<file path="src/sv/dtq_pkg.sv">
// Shared types and constants for the deadline timer queue.
package dtq_pkg;

   localparam int DTQ_NUM_TIMERS = 16;
   localparam int OP_W           = 2;
   localparam int SLOT_W         = 4;
   localparam int TIME_W         = 32;
   localparam int TAG_W          = 8;

   typedef enum logic [OP_W-1:0] {
      OP_ARM    = 2'd0,
      OP_CANCEL = 2'd1,
      OP_TICK   = 2'd2,
      OP_EXPIRE = 2'd3
   } op_type;

   // controller -> datapath
   typedef struct packed {
      logic load;        // latch the accepted item
      logic apply;       // table / alarm / flag update of the operation
      logic scan_clear;  // restart the earliest-deadline scan
      logic scan_step;   // visit one slot
      logic fire;        // emit the earliest slot as fired and retire it
      logic finish;      // run the closing check and emit the last result
   } dtq_cmd_type;

   // datapath -> controller
   typedef struct packed {
      logic scan_done;   // the slot being visited is the last one
      logic due;         // expire op and earliest active deadline <= now
      logic out_free;    // output register can take a result this cycle
   } dtq_status_type;

endpackage

</file>
<file path="src/sv/dtq_ctrl.sv">
// Sequencer for the deadline timer queue: accept, apply, scan, emit.
module dtq_ctrl
   import dtq_pkg::*;
(
   input  logic           clock,
   input  logic           reset,
   input  logic           req_valid,
   output logic           req_stall,
   input  dtq_status_type status,
   output dtq_cmd_type    cmd
);

   typedef enum logic [1:0] {
      ST_IDLE,
      ST_APPLY,
      ST_SCAN,
      ST_EMIT
   } state_type;

   state_type state_ff;
   state_type state_in;
   logic      stall_ff;
   logic      stall_in;

   always_comb begin
      state_in = state_ff;
      stall_in = stall_ff;
      cmd      = '0;
      unique case (state_ff)
         ST_IDLE: begin
            if (req_valid && !stall_ff) begin
               cmd.load = 1'b1;
               state_in = ST_APPLY;
               stall_in = 1'b1;
            end
         end
         ST_APPLY: begin
            cmd.apply      = 1'b1;
            cmd.scan_clear = 1'b1;
            state_in       = ST_SCAN;
         end
         ST_SCAN: begin
            cmd.scan_step = 1'b1;
            if (status.scan_done) begin
               state_in = ST_EMIT;
            end
         end
         ST_EMIT: begin
            if (status.out_free) begin
               if (status.due) begin
                  cmd.fire       = 1'b1;
                  cmd.scan_clear = 1'b1;
                  state_in       = ST_SCAN;
               end else begin
                  cmd.finish = 1'b1;
                  state_in   = ST_IDLE;
                  stall_in   = 1'b0;
               end
            end
         end
         default: begin
            state_in = ST_IDLE;
            stall_in = 1'b0;
         end
      endcase
   end

   always_ff @(posedge clock) begin
      if (reset) begin
         state_ff <= ST_IDLE;
         stall_ff <= 1'b0;
      end else begin
         state_ff <= state_in;
         stall_ff <= stall_in;
      end
   end

   assign req_stall = stall_ff;

endmodule

</file>
<file path="src/sv/dtq_datapath.sv">
// Slot table, earliest-deadline scanner, alarm state and output register.
module dtq_datapath
   import dtq_pkg::*;
#(
   parameter int NUM_TIMERS = DTQ_NUM_TIMERS
)(
   input  logic                clock,
   input  logic                reset,
   input  dtq_cmd_type         cmd,
   output dtq_status_type      status,
   input  logic [OP_W-1:0]     req_operation,
   input  logic [SLOT_W-1:0]   req_timer_slot,
   input  logic [TIME_W-1:0]   req_deadline,
   input  logic [TAG_W-1:0]    req_timer_ref,
   input  logic [TIME_W-1:0]   req_now,
   output logic                rsp_valid,
   input  logic                rsp_stall,
   output logic                rsp_fired,
   output logic [SLOT_W-1:0]   rsp_fired_slot,
   output logic [TAG_W-1:0]    rsp_fired_ref,
   output logic                rsp_alarm_set,
   output logic [TIME_W-1:0]   rsp_alarm_delta,
   output logic                rsp_expire_pending,
   output logic                rsp_last
);

   localparam int IDX_W = (NUM_TIMERS > 1) ? $clog2(NUM_TIMERS) : 1;

   // slot table
   logic [TIME_W-1:0]     dl_mem [NUM_TIMERS];
   logic [TAG_W-1:0]      tag_mem [NUM_TIMERS];
   logic [NUM_TIMERS-1:0] active_ff;

   // latched item
   op_type              op_ff;
   logic [SLOT_W-1:0]   slot_ff;
   logic [TIME_W-1:0]   dl_ff;
   logic [TAG_W-1:0]    tag_ff;
   logic [TIME_W-1:0]   now_ff;

   // scanner
   logic [IDX_W-1:0]    cnt_ff;
   logic [IDX_W-1:0]    best_ff;
   logic [TIME_W-1:0]   best_dl_ff;
   logic                found_ff;

   // registered table read, compared in the next cycle
   logic                rd_vld_ff;
   logic                rd_act_ff;
   logic [IDX_W-1:0]    rd_idx_ff;
   logic [TIME_W-1:0]   rd_dl_ff;

   logic [TIME_W-1:0]   alarm_ff;
   logic                flag_ff;

   // output register
   logic                out_valid_ff;
   logic                out_fired_ff;
   logic [SLOT_W-1:0]   out_slot_ff;
   logic [TAG_W-1:0]    out_tag_ff;
   logic                out_set_ff;
   logic [TIME_W-1:0]   out_delta_ff;
   logic                out_pend_ff;
   logic                out_last_ff;

   logic                in_range;
   logic [IDX_W-1:0]    slot_idx;
   logic                take;
   logic                due_now;
   logic                alarm_zero;
   logic                earlier;
   logic                guard_ok;
   logic                flag_set;
   logic                prog;
   logic                out_free;

   assign in_range   = 32'(slot_ff) < 32'(NUM_TIMERS);
   assign slot_idx   = IDX_W'(slot_ff);
   assign take       = rd_vld_ff && rd_act_ff && (!found_ff || rd_dl_ff < best_dl_ff);
   assign due_now    = found_ff && (best_dl_ff <= now_ff);
   assign alarm_zero = (alarm_ff == '0);
   assign earlier    = best_dl_ff < alarm_ff;
   // an arm that lands behind the programmed alarm leaves flag and alarm alone
   assign guard_ok   = !((op_ff == OP_ARM) && in_range) || alarm_zero || earlier;
   assign flag_set   = due_now && guard_ok;
   assign prog       = found_ff && !due_now && (alarm_zero || earlier);
   assign out_free   = !out_valid_ff || !rsp_stall;

   assign status.scan_done = rd_vld_ff && (rd_idx_ff == IDX_W'(NUM_TIMERS - 1));
   assign status.due       = (op_ff == OP_EXPIRE) && due_now;
   assign status.out_free  = out_free;

   // item latch, table payload and scan read port
   always_ff @(posedge clock) begin
      if (cmd.load) begin
         op_ff   <= op_type'(req_operation);
         slot_ff <= req_timer_slot;
         dl_ff   <= req_deadline;
         tag_ff  <= req_timer_ref;
         now_ff  <= req_now;
      end
      if (cmd.apply && op_ff == OP_ARM && in_range) begin
         dl_mem[slot_idx]  <= dl_ff;
         tag_mem[slot_idx] <= tag_ff;
      end
      if (cmd.scan_step) begin
         rd_dl_ff  <= dl_mem[cnt_ff];
         rd_act_ff <= active_ff[cnt_ff];
         rd_idx_ff <= cnt_ff;
      end
   end

   // control state of the table, scanner and alarm
   always_ff @(posedge clock) begin
      if (reset) begin
         active_ff <= '0;
         alarm_ff  <= '0;
         flag_ff   <= 1'b0;
         found_ff  <= 1'b0;
         cnt_ff    <= '0;
         rd_vld_ff <= 1'b0;
      end else begin
         if (cmd.apply) begin
            unique case (op_ff)
               OP_ARM: begin
                  if (in_range) active_ff[slot_idx] <= 1'b1;
               end
               OP_CANCEL: begin
                  if (in_range) active_ff[slot_idx] <= 1'b0;
               end
               OP_TICK:   alarm_ff <= '0;
               OP_EXPIRE: flag_ff  <= 1'b0;
               default: ;
            endcase
         end
         if (cmd.fire) begin
            active_ff[best_ff] <= 1'b0;
         end
         if (cmd.finish) begin
            if (flag_set) flag_ff  <= 1'b1;
            if (prog)     alarm_ff <= best_dl_ff;
         end
         if (cmd.scan_clear) begin
            cnt_ff    <= '0;
            found_ff  <= 1'b0;
            rd_vld_ff <= 1'b0;
         end else if (cmd.scan_step) begin
            cnt_ff    <= cnt_ff + IDX_W'(1);
            rd_vld_ff <= 1'b1;
            if (take) found_ff <= 1'b1;
         end
      end
   end

   always_ff @(posedge clock) begin
      if (cmd.scan_step && take) begin
         best_ff    <= rd_idx_ff;
         best_dl_ff <= rd_dl_ff;
      end
   end

   // output register
   always_ff @(posedge clock) begin
      if (reset) begin
         out_valid_ff <= 1'b0;
      end else if (cmd.fire || cmd.finish) begin
         out_valid_ff <= 1'b1;
      end else if (!rsp_stall) begin
         out_valid_ff <= 1'b0;
      end
   end

   always_ff @(posedge clock) begin
      if (cmd.fire) begin
         out_fired_ff <= 1'b1;
         out_slot_ff  <= SLOT_W'(best_ff);
         out_tag_ff   <= tag_mem[best_ff];
         out_set_ff   <= 1'b0;
         out_delta_ff <= '0;
         out_pend_ff  <= 1'b0;
         out_last_ff  <= 1'b0;
      end else if (cmd.finish) begin
         out_fired_ff <= 1'b0;
         out_slot_ff  <= '0;
         out_tag_ff   <= '0;
         out_set_ff   <= prog;
         out_delta_ff <= prog ? (best_dl_ff - now_ff) : '0;
         out_pend_ff  <= flag_ff || flag_set;
         out_last_ff  <= 1'b1;
      end
   end

   assign rsp_valid          = out_valid_ff;
   assign rsp_fired          = out_fired_ff;
   assign rsp_fired_slot     = out_slot_ff;
   assign rsp_fired_ref      = out_tag_ff;
   assign rsp_alarm_set      = out_set_ff;
   assign rsp_alarm_delta    = out_delta_ff;
   assign rsp_expire_pending = out_pend_ff;
   assign rsp_last           = out_last_ff;

   a_fire_retires: assert property (@(posedge clock) disable iff (reset)
      cmd.fire |=> !active_ff[$past(best_ff)])
      else $error("fired slot still active");

   a_emit_free: assert property (@(posedge clock) disable iff (reset)
      (cmd.fire || cmd.finish) |-> out_free)
      else $error("result emitted into a busy output register");

   a_finish_last: assert property (@(posedge clock) disable iff (reset)
      cmd.finish |=> (out_valid_ff && out_last_ff && !out_fired_ff))
      else $error("closing result not marked last");

   a_prog_nonzero: assert property (@(posedge clock) disable iff (reset)
      (cmd.finish && prog) |=> (alarm_ff != '0))
      else $error("programmed alarm reads as none");

endmodule

</file>
<file path="src/sv/deadline_timer_queue_top.sv">
// Top level of the deadline timer queue: sequencer plus slot-table datapath.
//
//  channel | ports  | direction | moves
//  --------+--------+-----------+-----------------------------------------
//  request | req_*  | in        | one operation item (arm/cancel/tick/expire)
//  result  | rsp_*  | out       | fired items, then one closing item (last)
//
// Sequence: an item is accepted, applied, scanned (one registered table
//   read per slot, then a compare of the last slot) and emitted; every timer
//   fired by an expire reruns the scan before the next result.
// The next item is taken once the closing result sits in the output register.
// Reset: synchronous, clears active marks, alarm, pending flag and handshakes;
//   no clearing pass is needed.
// A stalled result holds the output register and the sequencer waits in emit.
module deadline_timer_queue_top
   import dtq_pkg::*;
#(
   parameter int NUM_TIMERS = DTQ_NUM_TIMERS
)(
   input  logic                clock,
   input  logic                reset,
   // request channel
   input  logic                req_valid,
   output logic                req_stall,
   input  logic [OP_W-1:0]     req_operation,
   input  logic [SLOT_W-1:0]   req_timer_slot,
   input  logic [TIME_W-1:0]   req_deadline,
   input  logic [TAG_W-1:0]    req_timer_ref,
   input  logic [TIME_W-1:0]   req_now,
   // result channel
   output logic                rsp_valid,
   input  logic                rsp_stall,
   output logic                rsp_fired,
   output logic [SLOT_W-1:0]   rsp_fired_slot,
   output logic [TAG_W-1:0]    rsp_fired_ref,
   output logic                rsp_alarm_set,
   output logic [TIME_W-1:0]   rsp_alarm_delta,
   output logic                rsp_expire_pending,
   output logic                rsp_last
);

   dtq_cmd_type    cmd;
   dtq_status_type status;

   // sequencer: owns req_stall, steps the datapath through each item
   dtq_ctrl u_ctrl (
      .clock     (clock),
      .reset     (reset),
      .req_valid (req_valid),
      .req_stall (req_stall),
      .status    (status),
      .cmd       (cmd)
   );

   // datapath: slot table, scanner, alarm/flag state, result register
   dtq_datapath #(
      .NUM_TIMERS (NUM_TIMERS)
   ) u_datapath (
      .clock              (clock),
      .reset              (reset),
      .cmd                (cmd),
      .status             (status),
      .req_operation      (req_operation),
      .req_timer_slot     (req_timer_slot),
      .req_deadline       (req_deadline),
      .req_timer_ref      (req_timer_ref),
      .req_now            (req_now),
      .rsp_valid          (rsp_valid),
      .rsp_stall          (rsp_stall),
      .rsp_fired          (rsp_fired),
      .rsp_fired_slot     (rsp_fired_slot),
      .rsp_fired_ref      (rsp_fired_ref),
      .rsp_alarm_set      (rsp_alarm_set),
      .rsp_alarm_delta    (rsp_alarm_delta),
      .rsp_expire_pending (rsp_expire_pending),
      .rsp_last           (rsp_last)
   );

endmodule
</file>
<file path="config.mk">
export PLATFORM = sky130hd
export DESIGN_NAME = deadline_timer_queue_top
export DESIGN_NICKNAME = d
export VERILOG_FILES = /design/src/sv/dtq_pkg.sv /design/src/sv/dtq_ctrl.sv /design/src/sv/dtq_datapath.sv /design/src/sv/deadline_timer_queue_top.sv
export SDC_FILE = /design/constraint.sdc
export NUM_CORES = 1
export LEC_CHECK = 0
export BUFFER_PORTS_ARGS = -buffer_cell sky130_fd_sc_hd__buf_2
export CORE_MARGIN = 3
export CORE_UTILIZATION = 35
export CTS_BUF_LIST = sky130_fd_sc_hd__clkbuf_4 sky130_fd_sc_hd__clkbuf_8 sky130_fd_sc_hd__clkbuf_16
export DETAILED_ROUTE_END_ITERATION = 8
export GPL_ROUTABILITY_DRIVEN = 0
export SYNTH_ARGS = -nofsm -noshare
export SYNTH_HDL_FRONTEND = slang
export SYNTH_SLANG_ARGS = --single-unit
</file>
<file path="constraint.sdc">
create_clock -name clock -period 19.61 [get_ports clock]
set_input_delay 2.9415 -clock clock [delete_from_list [all_inputs] [get_ports clock]]
set_output_delay 2.9415 -clock clock [all_outputs]
set_load 0.01 [all_outputs]
</file>
==> results of run 1 <==
registers in the layout, indices dropped and copies added, names as in the netlist, 16 cells and up, named ones only:
name                        count
u_datapath.now_ff              32
u_datapath.dl_mem             512
u_datapath.tag_mem            128
u_datapath.active_ff           16
u_datapath.alarm_ff            32
u_datapath.rsp_alarm_delta     32
u_datapath.dl_ff               32
u_datapath.best_dl_ff          32
u_datapath.rd_dl_ff            32
cell families after synthesis:
family / Yosys count
mux: 212
compound gates: 264
flops: 902
xor+xnor: 29
fa+ha+maj: 96
simple gates: 268
buf+inv: 187
synth_stat cells, types with 3 or more instances:
cell type  number  area [sq um]
clkbuf_1       56           210
and3_1          5          31.3
a21boi_0        3          22.5
nand2_1        73           274
a21oi_1        55           275
nand3_1        44           220
o211ai_1        3          22.5
o21ai_0        50           250
nand4_1        13          81.3
a31oi_1        11          68.8
o31ai_1        35           263
nor3b_1         4          30.0
buf_6           4          45.0
nor3_1         13          65.1
buf_2           4          20.0
edfxtp_1      803         24100
o21a_1         14           105
mux2_2          7          78.8
or2_2           3          18.8
nand2b_1       13          81.3
xor2_1         13           114
nor2b_1        15          93.8
a211oi_1       14           105
o21bai_1        7          52.6
a21o_1         32           240
buf_1          15          56.3
xnor2_1        16           140
mux4_2        205          4620
ha_1           95          1190
a311oi_1        3          26.3
nor2_1         58           218
nand3b_1        4          30.0
nor4_1         10          62.6
and2_1          4          25.0
inv_1         107           402
o21ai_1        11          55.1
dfxtp_1        99          1980
tightest hold or removal path, cell delays in order (launching register included):
cell     delay [ns]
dfxtp_1        0.31
nand2_1        0.05
o21ai_1        0.05
placed cells by master, fill, tap and decap left out, drive strengths merged, types with 44 or more instances in the layout:
master | netlist | final
nand2 | 73 | 73
nand3 | 44 | 44
ha | 95 | 95
nor2 | 58 | 58
buf | 24 | 159
a21oi | 56 | 56
clkbuf | 56 | 126
inv | 107 | 108
dfxtp | 99 | 99
o21ai | 63 | 63
mux4 | 205 | 205
edfxtp | 803 | 803
cell type report:
type	instances	area (sq um)	area share [%]
tap	1368	1710	4.10
clock buffer	126	2690	6.44
timing repair buffer	159	866	2.08
clock inverter	49	573	1.37
multi-input combinational	869	9350	22.4
sequential	902	26100	62.6
antenna	2	5.00	0.0120
inverter	107	402	0.963
power by group through the flow:
stage	Sequential (uW)	Clock [uW]	Combinational, uW
CTS	2220	1870	224
global placement	2250	0	220
global route	2230	1950	242
floorplan	2230	0	163
finish	2220	1830	220
detailed placement	2260	0	224
per-stage QoR:
stage	utilization [%]	instances	hold slack (ns)	total power, uW
final	40.9	3582	0.443	4270
after CTS	40.9	3580	0.446	4320
after floorplan	-	1958	0.406	2400
after global placement	37.7	3405	0.433	2470
after global routing	40.9	3580	0.465	4420
after detailed placement	37.7	3405	0.438	2480
worst paths after layout:
check | slack (ns) | depth (start not counted) | end | startpoint
min reg2reg | 0.44 | 2 | u_datapath.rsp_alarm_delta[2] | u_datapath.rsp_alarm_delta[2]
max | 14.41 | 8 | u_datapath.active_ff[10] | rsp_stall
min | 0.44 | 2 | u_datapath.rsp_alarm_delta[2] | u_datapath.rsp_alarm_delta[2]
max reg2reg | 15.32 | 13 | u_datapath.active_ff[10] | u_datapath.best_dl_ff[0]
metal layers:
metal | GRT usage [%] | vias up | share of wire, %
li1 | - | 8216 | -
met1 | 20.9 | 9578 | 43
met2 | 25.7 | 530 | 49
met3 | 2.83 | 132 | 5.5
met4 | 4.62 | 0 | 2.5
met5 | 0 | - | 0
==> summary.txt, run 1 <==
Yosys
  • Ys async rst share: 0%
  • Number of synthesized flops with an enable pin: approximately 800
  • Post-Synth XOR/XNOR Area: less than 1%
  • Simple-gate share of the synthesized area: about 3.6%
  • Synth Register Bits: ~900
  • Syn nets: roughly 2100
  • Post-synthesis compound-gate area fraction: between 4 and 5%
  • Post-synthesis mux area share: 13.0%
  • Yosys Warn Count: 0
  • Post-Syn Area per Cell: ~18 sq um
  • Largest family of logic cells by synthesized area: multiplexers
  • Synth Area in Adders: between 3 and 4%
  • Cell area after synthesis: 36100 sq um
  • Unique masters post-synth: 67
  • Register area share after synthesis: 72.4%
  • Post-synth top flop: edfxtp_1
  • Post-Syn Instances: 1958

Worst setup path
  • Worst setup EP type: flop
  • Worst path top cell family by delay: simple AND/OR/NAND/NOR gates
  • Setup crit start kind: primary input
  • Worst path cell trace: buf_2 -> nand2_1 -> nand3_1 -> buf_4 -> inv_1 -> nand3_1 -> nor3b_1 -> a311oi_1
  • Crit path DAT: 5.74 ns
  • Buf/Inv on CP: 3
  • Critical-path top delay cell: nand3_1
  • Crit path max fanout: 38
  • CP dominant cell by count: nand3_1
  • Data required, critical path: 20.14 ns
  • WS Path Type: in -> reg
  • CP max stage delay: ~0.75 ns

STA
  • PnR worst setup slack: roughly 14 ns
  • Final setup vio count: 0
  • Final hold violation count: 0
  • Count of pins over their slew limit: 0
  • Max_slew headroom: about 16%
  • Setup TNS: 0 ns
  • Worst slew pin tran: around 1.3 ns
  • Worst Skew: between 0.05 and 0.06 ns
  • Period utilization: between 20% and 30%
  • Fmax achieved: approximately 190 MHz
  • Fin crit period: ~5.2 ns
  • RSZ-0062 raised after global routing: no

Clock network
  • Clock Latency Late Sink: ~0.68 ns
  • Clk buf depth: 3
  • CTS tree: yes
  • # hold bufs at CTS: 0
  • Post-CTS Setup Repair Bufs: 0
  • PostCTS Resize Cnt: 0
  • Htree depth: 3
  • CTS buffer count: 96
  • Root buffer selected by CTS: clkbuf_16
  • Clock transition at the registers of the reported paths: 0.06 ns
  • Sink Count: around 900

Layout
  • Area grow syn2layout: 15.7%
  • Share of cells above drive strength 1: around a quarter
  • Design area: approximately 42000 sq um
  • Final nets: about 2300
  • Filler cells: approximately 9000

Placement
  • Post-DP HPWL: approximately 46000 microns
  • Input/output buffers: 131
  • Post-DP Area: 38400 sq um
  • Worst slack, placed: 13.70 ns

Power
  • Internal power: about 3300 uW
  • Combinational share of power: under 10%
  • Net Switching: between 900 and 1000 uW
  • Worst vdd ir: around 64 uV
  • Sequential share of power: a little over half
  • PwrDens: 102 nW/um^2
  • Leak Pwr: around 0.014 uW
  • Switching Fraction: a little over a fifth
  • Clock power frac: a little over two fifths

Global route
  • GRT Util Overall: 15.5%
  • Largest net degree at the start of global routing: a little under 100
  • Total gr overflow: 0
  • First-pass GRT wire length: roughly 120000 microns
  • Initial antenna violation count: 7
  • Vias in the first global route: a little under 20000

Floorplanning
  • Initial Util: 35.3%
  • Io pins: ~130
  • Die X-Extent: 327 microns
  • Die height: between 300 and 400 microns
  • Total Die Area: 107000 sq um
  • Row count: 117
  • Core outline area: between 100000 and 150000 sq um

Drt
  • Routed wire length: between 80000 and 90000 microns
  • DRT iter0 DRCs: ~1600
  • Post-detailed-route wirelength per cell: ~23 microns
  • Vias: 18456
  • DR DRC count: 0
  • First drt pass iteration count: 5
  • Mean number of vias per cell: between 5 and 6
  • Antenna-violating nets left: 0

Run
  • Maxcap violations: 0

Run status
  • Status: finished clean

Min path
  • Hold crit path type: reg -> reg
(Power assumes the default switching activity.)
==> inputs of run 2 (changes only) <==
==> constraint.sdc (replaced) <==
create_clock -name clock -period 4.9 [get_ports clock]
set_input_delay 0.735 -clock clock [delete_from_list [all_inputs] [get_ports clock]]
set_output_delay 0.735 -clock clock [all_outputs]
set_load 0.01 [all_outputs]
==> summary.txt, run 2 (synthesis gave the netlist of run 1 again) <==
Layout
  • Final nets: 2328 (+0.65%)
  • Max FFs per register: 512 (unchanged)
  • Most frequent cells in the layout: edfxtp_1 (803), mux4_2 (205), buf_2 (131)
  • Area grow syn2layout: 16.5%
  • Most common cell after layout, fill and taps aside: edfxtp_1
  • Share of cells above drive strength 1: 26.0% (-0.12 points)
  • Filler cells: 8999 (-0.71%)
  • Most flop-heavy register: u_datapath.dl_mem
  • Biggest registers after layout: u_datapath.dl_mem (512), u_datapath.tag_mem (128)

Power
  • Tot Pwr: 17400 uW (+310%)
  • Worst vdd ir: 318 uV (+400%)
  • PwrDens: 413 nW/um^2 (+300%)
  • Leak Pwr: 0.0139 uW (+0.90%)

Clock network
  • Htree depth: 3 (unchanged)
  • Clock transition at the registers of the reported paths: 0.06 ns (about the same)
  • CTS buffer count: 95 (-1.0%)
  • Clk buf depth: 3 (unchanged)
  • Root buffer selected by CTS: clkbuf_16
  • # hold bufs at CTS: 0 (unchanged)
  • Clock Latency Late Sink: 0.68 ns (about the same)
  • Post-CTS Setup Repair Bufs: 0 (unchanged)
  • PostCTS Resize Cnt: 0 (unchanged)
  • Sink Count: 902 (unchanged)
  • CTS tree: yes

Floorplanning
  • Initial Util: 35.3% (unchanged)
  • Io pins: 132 (unchanged)
  • Die X-Extent: 327 microns (unchanged)
  • Core outline area: 102000 sq um (unchanged)
  • Die height: 327 microns (unchanged)
  • Row count: 117 (unchanged)
  • Total Die Area: 107000 sq um (unchanged)

Worst setup path
  • Setup crit start kind: flop
  • CP dominant cell by count: inv_1
  • Critical-path top delay cell: fa_1
  • WS Path Type: reg -> reg
  • Data required, critical path: 5.42 ns (-14.72 ns)
  • CP max stage delay: 0.46 ns (-0.29 ns)
  • Crit path DAT: 4.38 ns (-1.36 ns)
  • Worst path cell trace: inv_1 -> ha_1 -> inv_1 -> fa_1 -> a21o_1 -> a221oi_2 -> o221ai_2 -> a21oi_2 -> o21ai_4 -> o21ai_2 -> nand3_1 -> buf_4 -> nor3b_1 -> a311oi_1
  • Crit path max fanout: 16 (-58%)
  • Worst setup EP type: flop

Global route
  • Largest net degree at the start of global routing: 64 (-35%)
  • GRT Util Overall: 15.3% (-0.22 points)
  • Vias in the first global route: 19493 (-0.072%)
  • Initial antenna violation count: 4 (-3)
  • Total gr overflow: 0 (unchanged)
  • First-pass GRT wire length: 123000 microns (-0.75%)

Min path
  • Hold crit path type: in -> reg

STA
  • Max_slew headroom: 35.8% (+20 points)
  • Worst slew pin tran: 0.963 ns (-0.300 ns)
  • Worst Skew: 0.0730 ns (+0.0198 ns)
  • Fmax achieved: ~260 MHz
  • Final setup vio count: 0 (unchanged)
  • Final hold violation count: 0 (unchanged)
  • RSZ-0062 raised after global routing: no
  • Count of pins over their slew limit: 0 (unchanged)
  • Setup TNS: 0 ns (unchanged)
  • Period utilization: ~79%
  • Fin crit period: roughly 3.9 ns

Placement
  • Post-DP HPWL: 48400 microns (+4.4%)
  • Input/output buffers: 131 (unchanged)

Drt
  • First drt pass iteration count: 5 (unchanged)
  • Post-detailed-route wirelength per cell: 22.6 microns (-1.9%)
  • DR DRC count: 0 (unchanged)
  • DRT iter0 DRCs: 1511 (-7.6%)
  • Vias: 18481 (+0.14%)
  • Mean number of vias per cell: 5.15 (-0.12%)
  • Antenna-violating nets left: 0 (unchanged)
  • Routed wire length: 81300 microns (-1.6%)

Run
  • Maxcap violations: 0 (unchanged)

Run status
  • Status: finished clean
## run 2: cell types whose count changed in the layout (fill, tap and decap cells not counted), moves of 6 or more
cell	change
buf_4	+10
buf_12	+6
bufinv_16	+9
clkbuf_4	-11
clkinv_1	+10
clkinv_2	-11
## run 2: cell type report
| type | count | area, sq um | area share [%] |
|---|---|---|---|
| clock buffer | 110 | 2510 | 5.99 |
| multi-input combinational | 869 | 9360 | 22.3 |
| tap | 1368 | 1710 | 4.08 |
| timing repair buffer | 175 | 1060 | 2.53 |
| inverter | 107 | 402 | 0.956 |
| clock inverter | 59 | 841 | 2.00 |
| antenna | 1 | 2.50 | 0.00596 |
| sequential | 902 | 26100 | 62.2 |
## run 2: metal layers
metal  up-vias  routed length, microns  track usage [%]  part of all wire [%]
li1       8254                       -                -                     -
met1      9570                   35000             20.4                    43
met5         -                      31                0                 0.038
met4         4                    2000             4.38                   2.5
met3       138                    4020             2.60                   4.9
met2       515                   40200             25.8                    49
## run 2: per-stage QoR
| step | area, sq um | utilization (%) | hold slack [ns] | setup slack, ns | cells |
|---|---|---|---|---|---|
| 2_1_floorplan | 36100 | - | 0.406 | 0.545 | 1958 |
| 3_3_place_gp | 38600 | 37.9 | 0.432 | 1.15 | 3421 |
| 3_5_place_dp | 38600 | 37.9 | 0.436 | 1.08 | 3421 |
| 4_1_cts | 42000 | 41.2 | 0.180 | 1.05 | 3590 |
| 5_1_grt | 42000 | 41.2 | 0.196 | 0.695 | 3590 |
| 6_report | 42000 | 41.2 | 0.230 | 1.04 | 3591 |
## run 2: report_power, final
part	switching (uW)	internal, uW
sequential	239	8640
clock	2980	4590
combinational	487	415
## run 2: final timing paths
path / start / endpoint / slack (ns) / cells after the start
setup / recovery: u_datapath.best_dl_ff[0] / u_datapath.active_ff[10] / 1.04 / 14
hold / removal: req_timer_slot[1] / u_datapath.slot_ff[1] / 0.23 / 1
setup reg to reg: u_datapath.best_dl_ff[0] / u_datapath.active_ff[10] / 1.04 / 14
hold reg to reg: u_datapath.rd_dl_ff[21] / u_datapath.best_dl_ff[21] / 0.43 / 0
## run 2: critical path, delay by kind of cell (launching register included)
| kind | cells | cell delay, ns |
|---|---|---|
| AND/OR/NAND/NOR | 2 | 0.56 |
| buffers and inverters | 3 | 0.41 |
| AO/OA/AOI/OAI | 7 | 1.69 |
| flip-flops | 1 | 0.41 |
| adder cells (fa/ha/maj) | 2 | 0.63 |
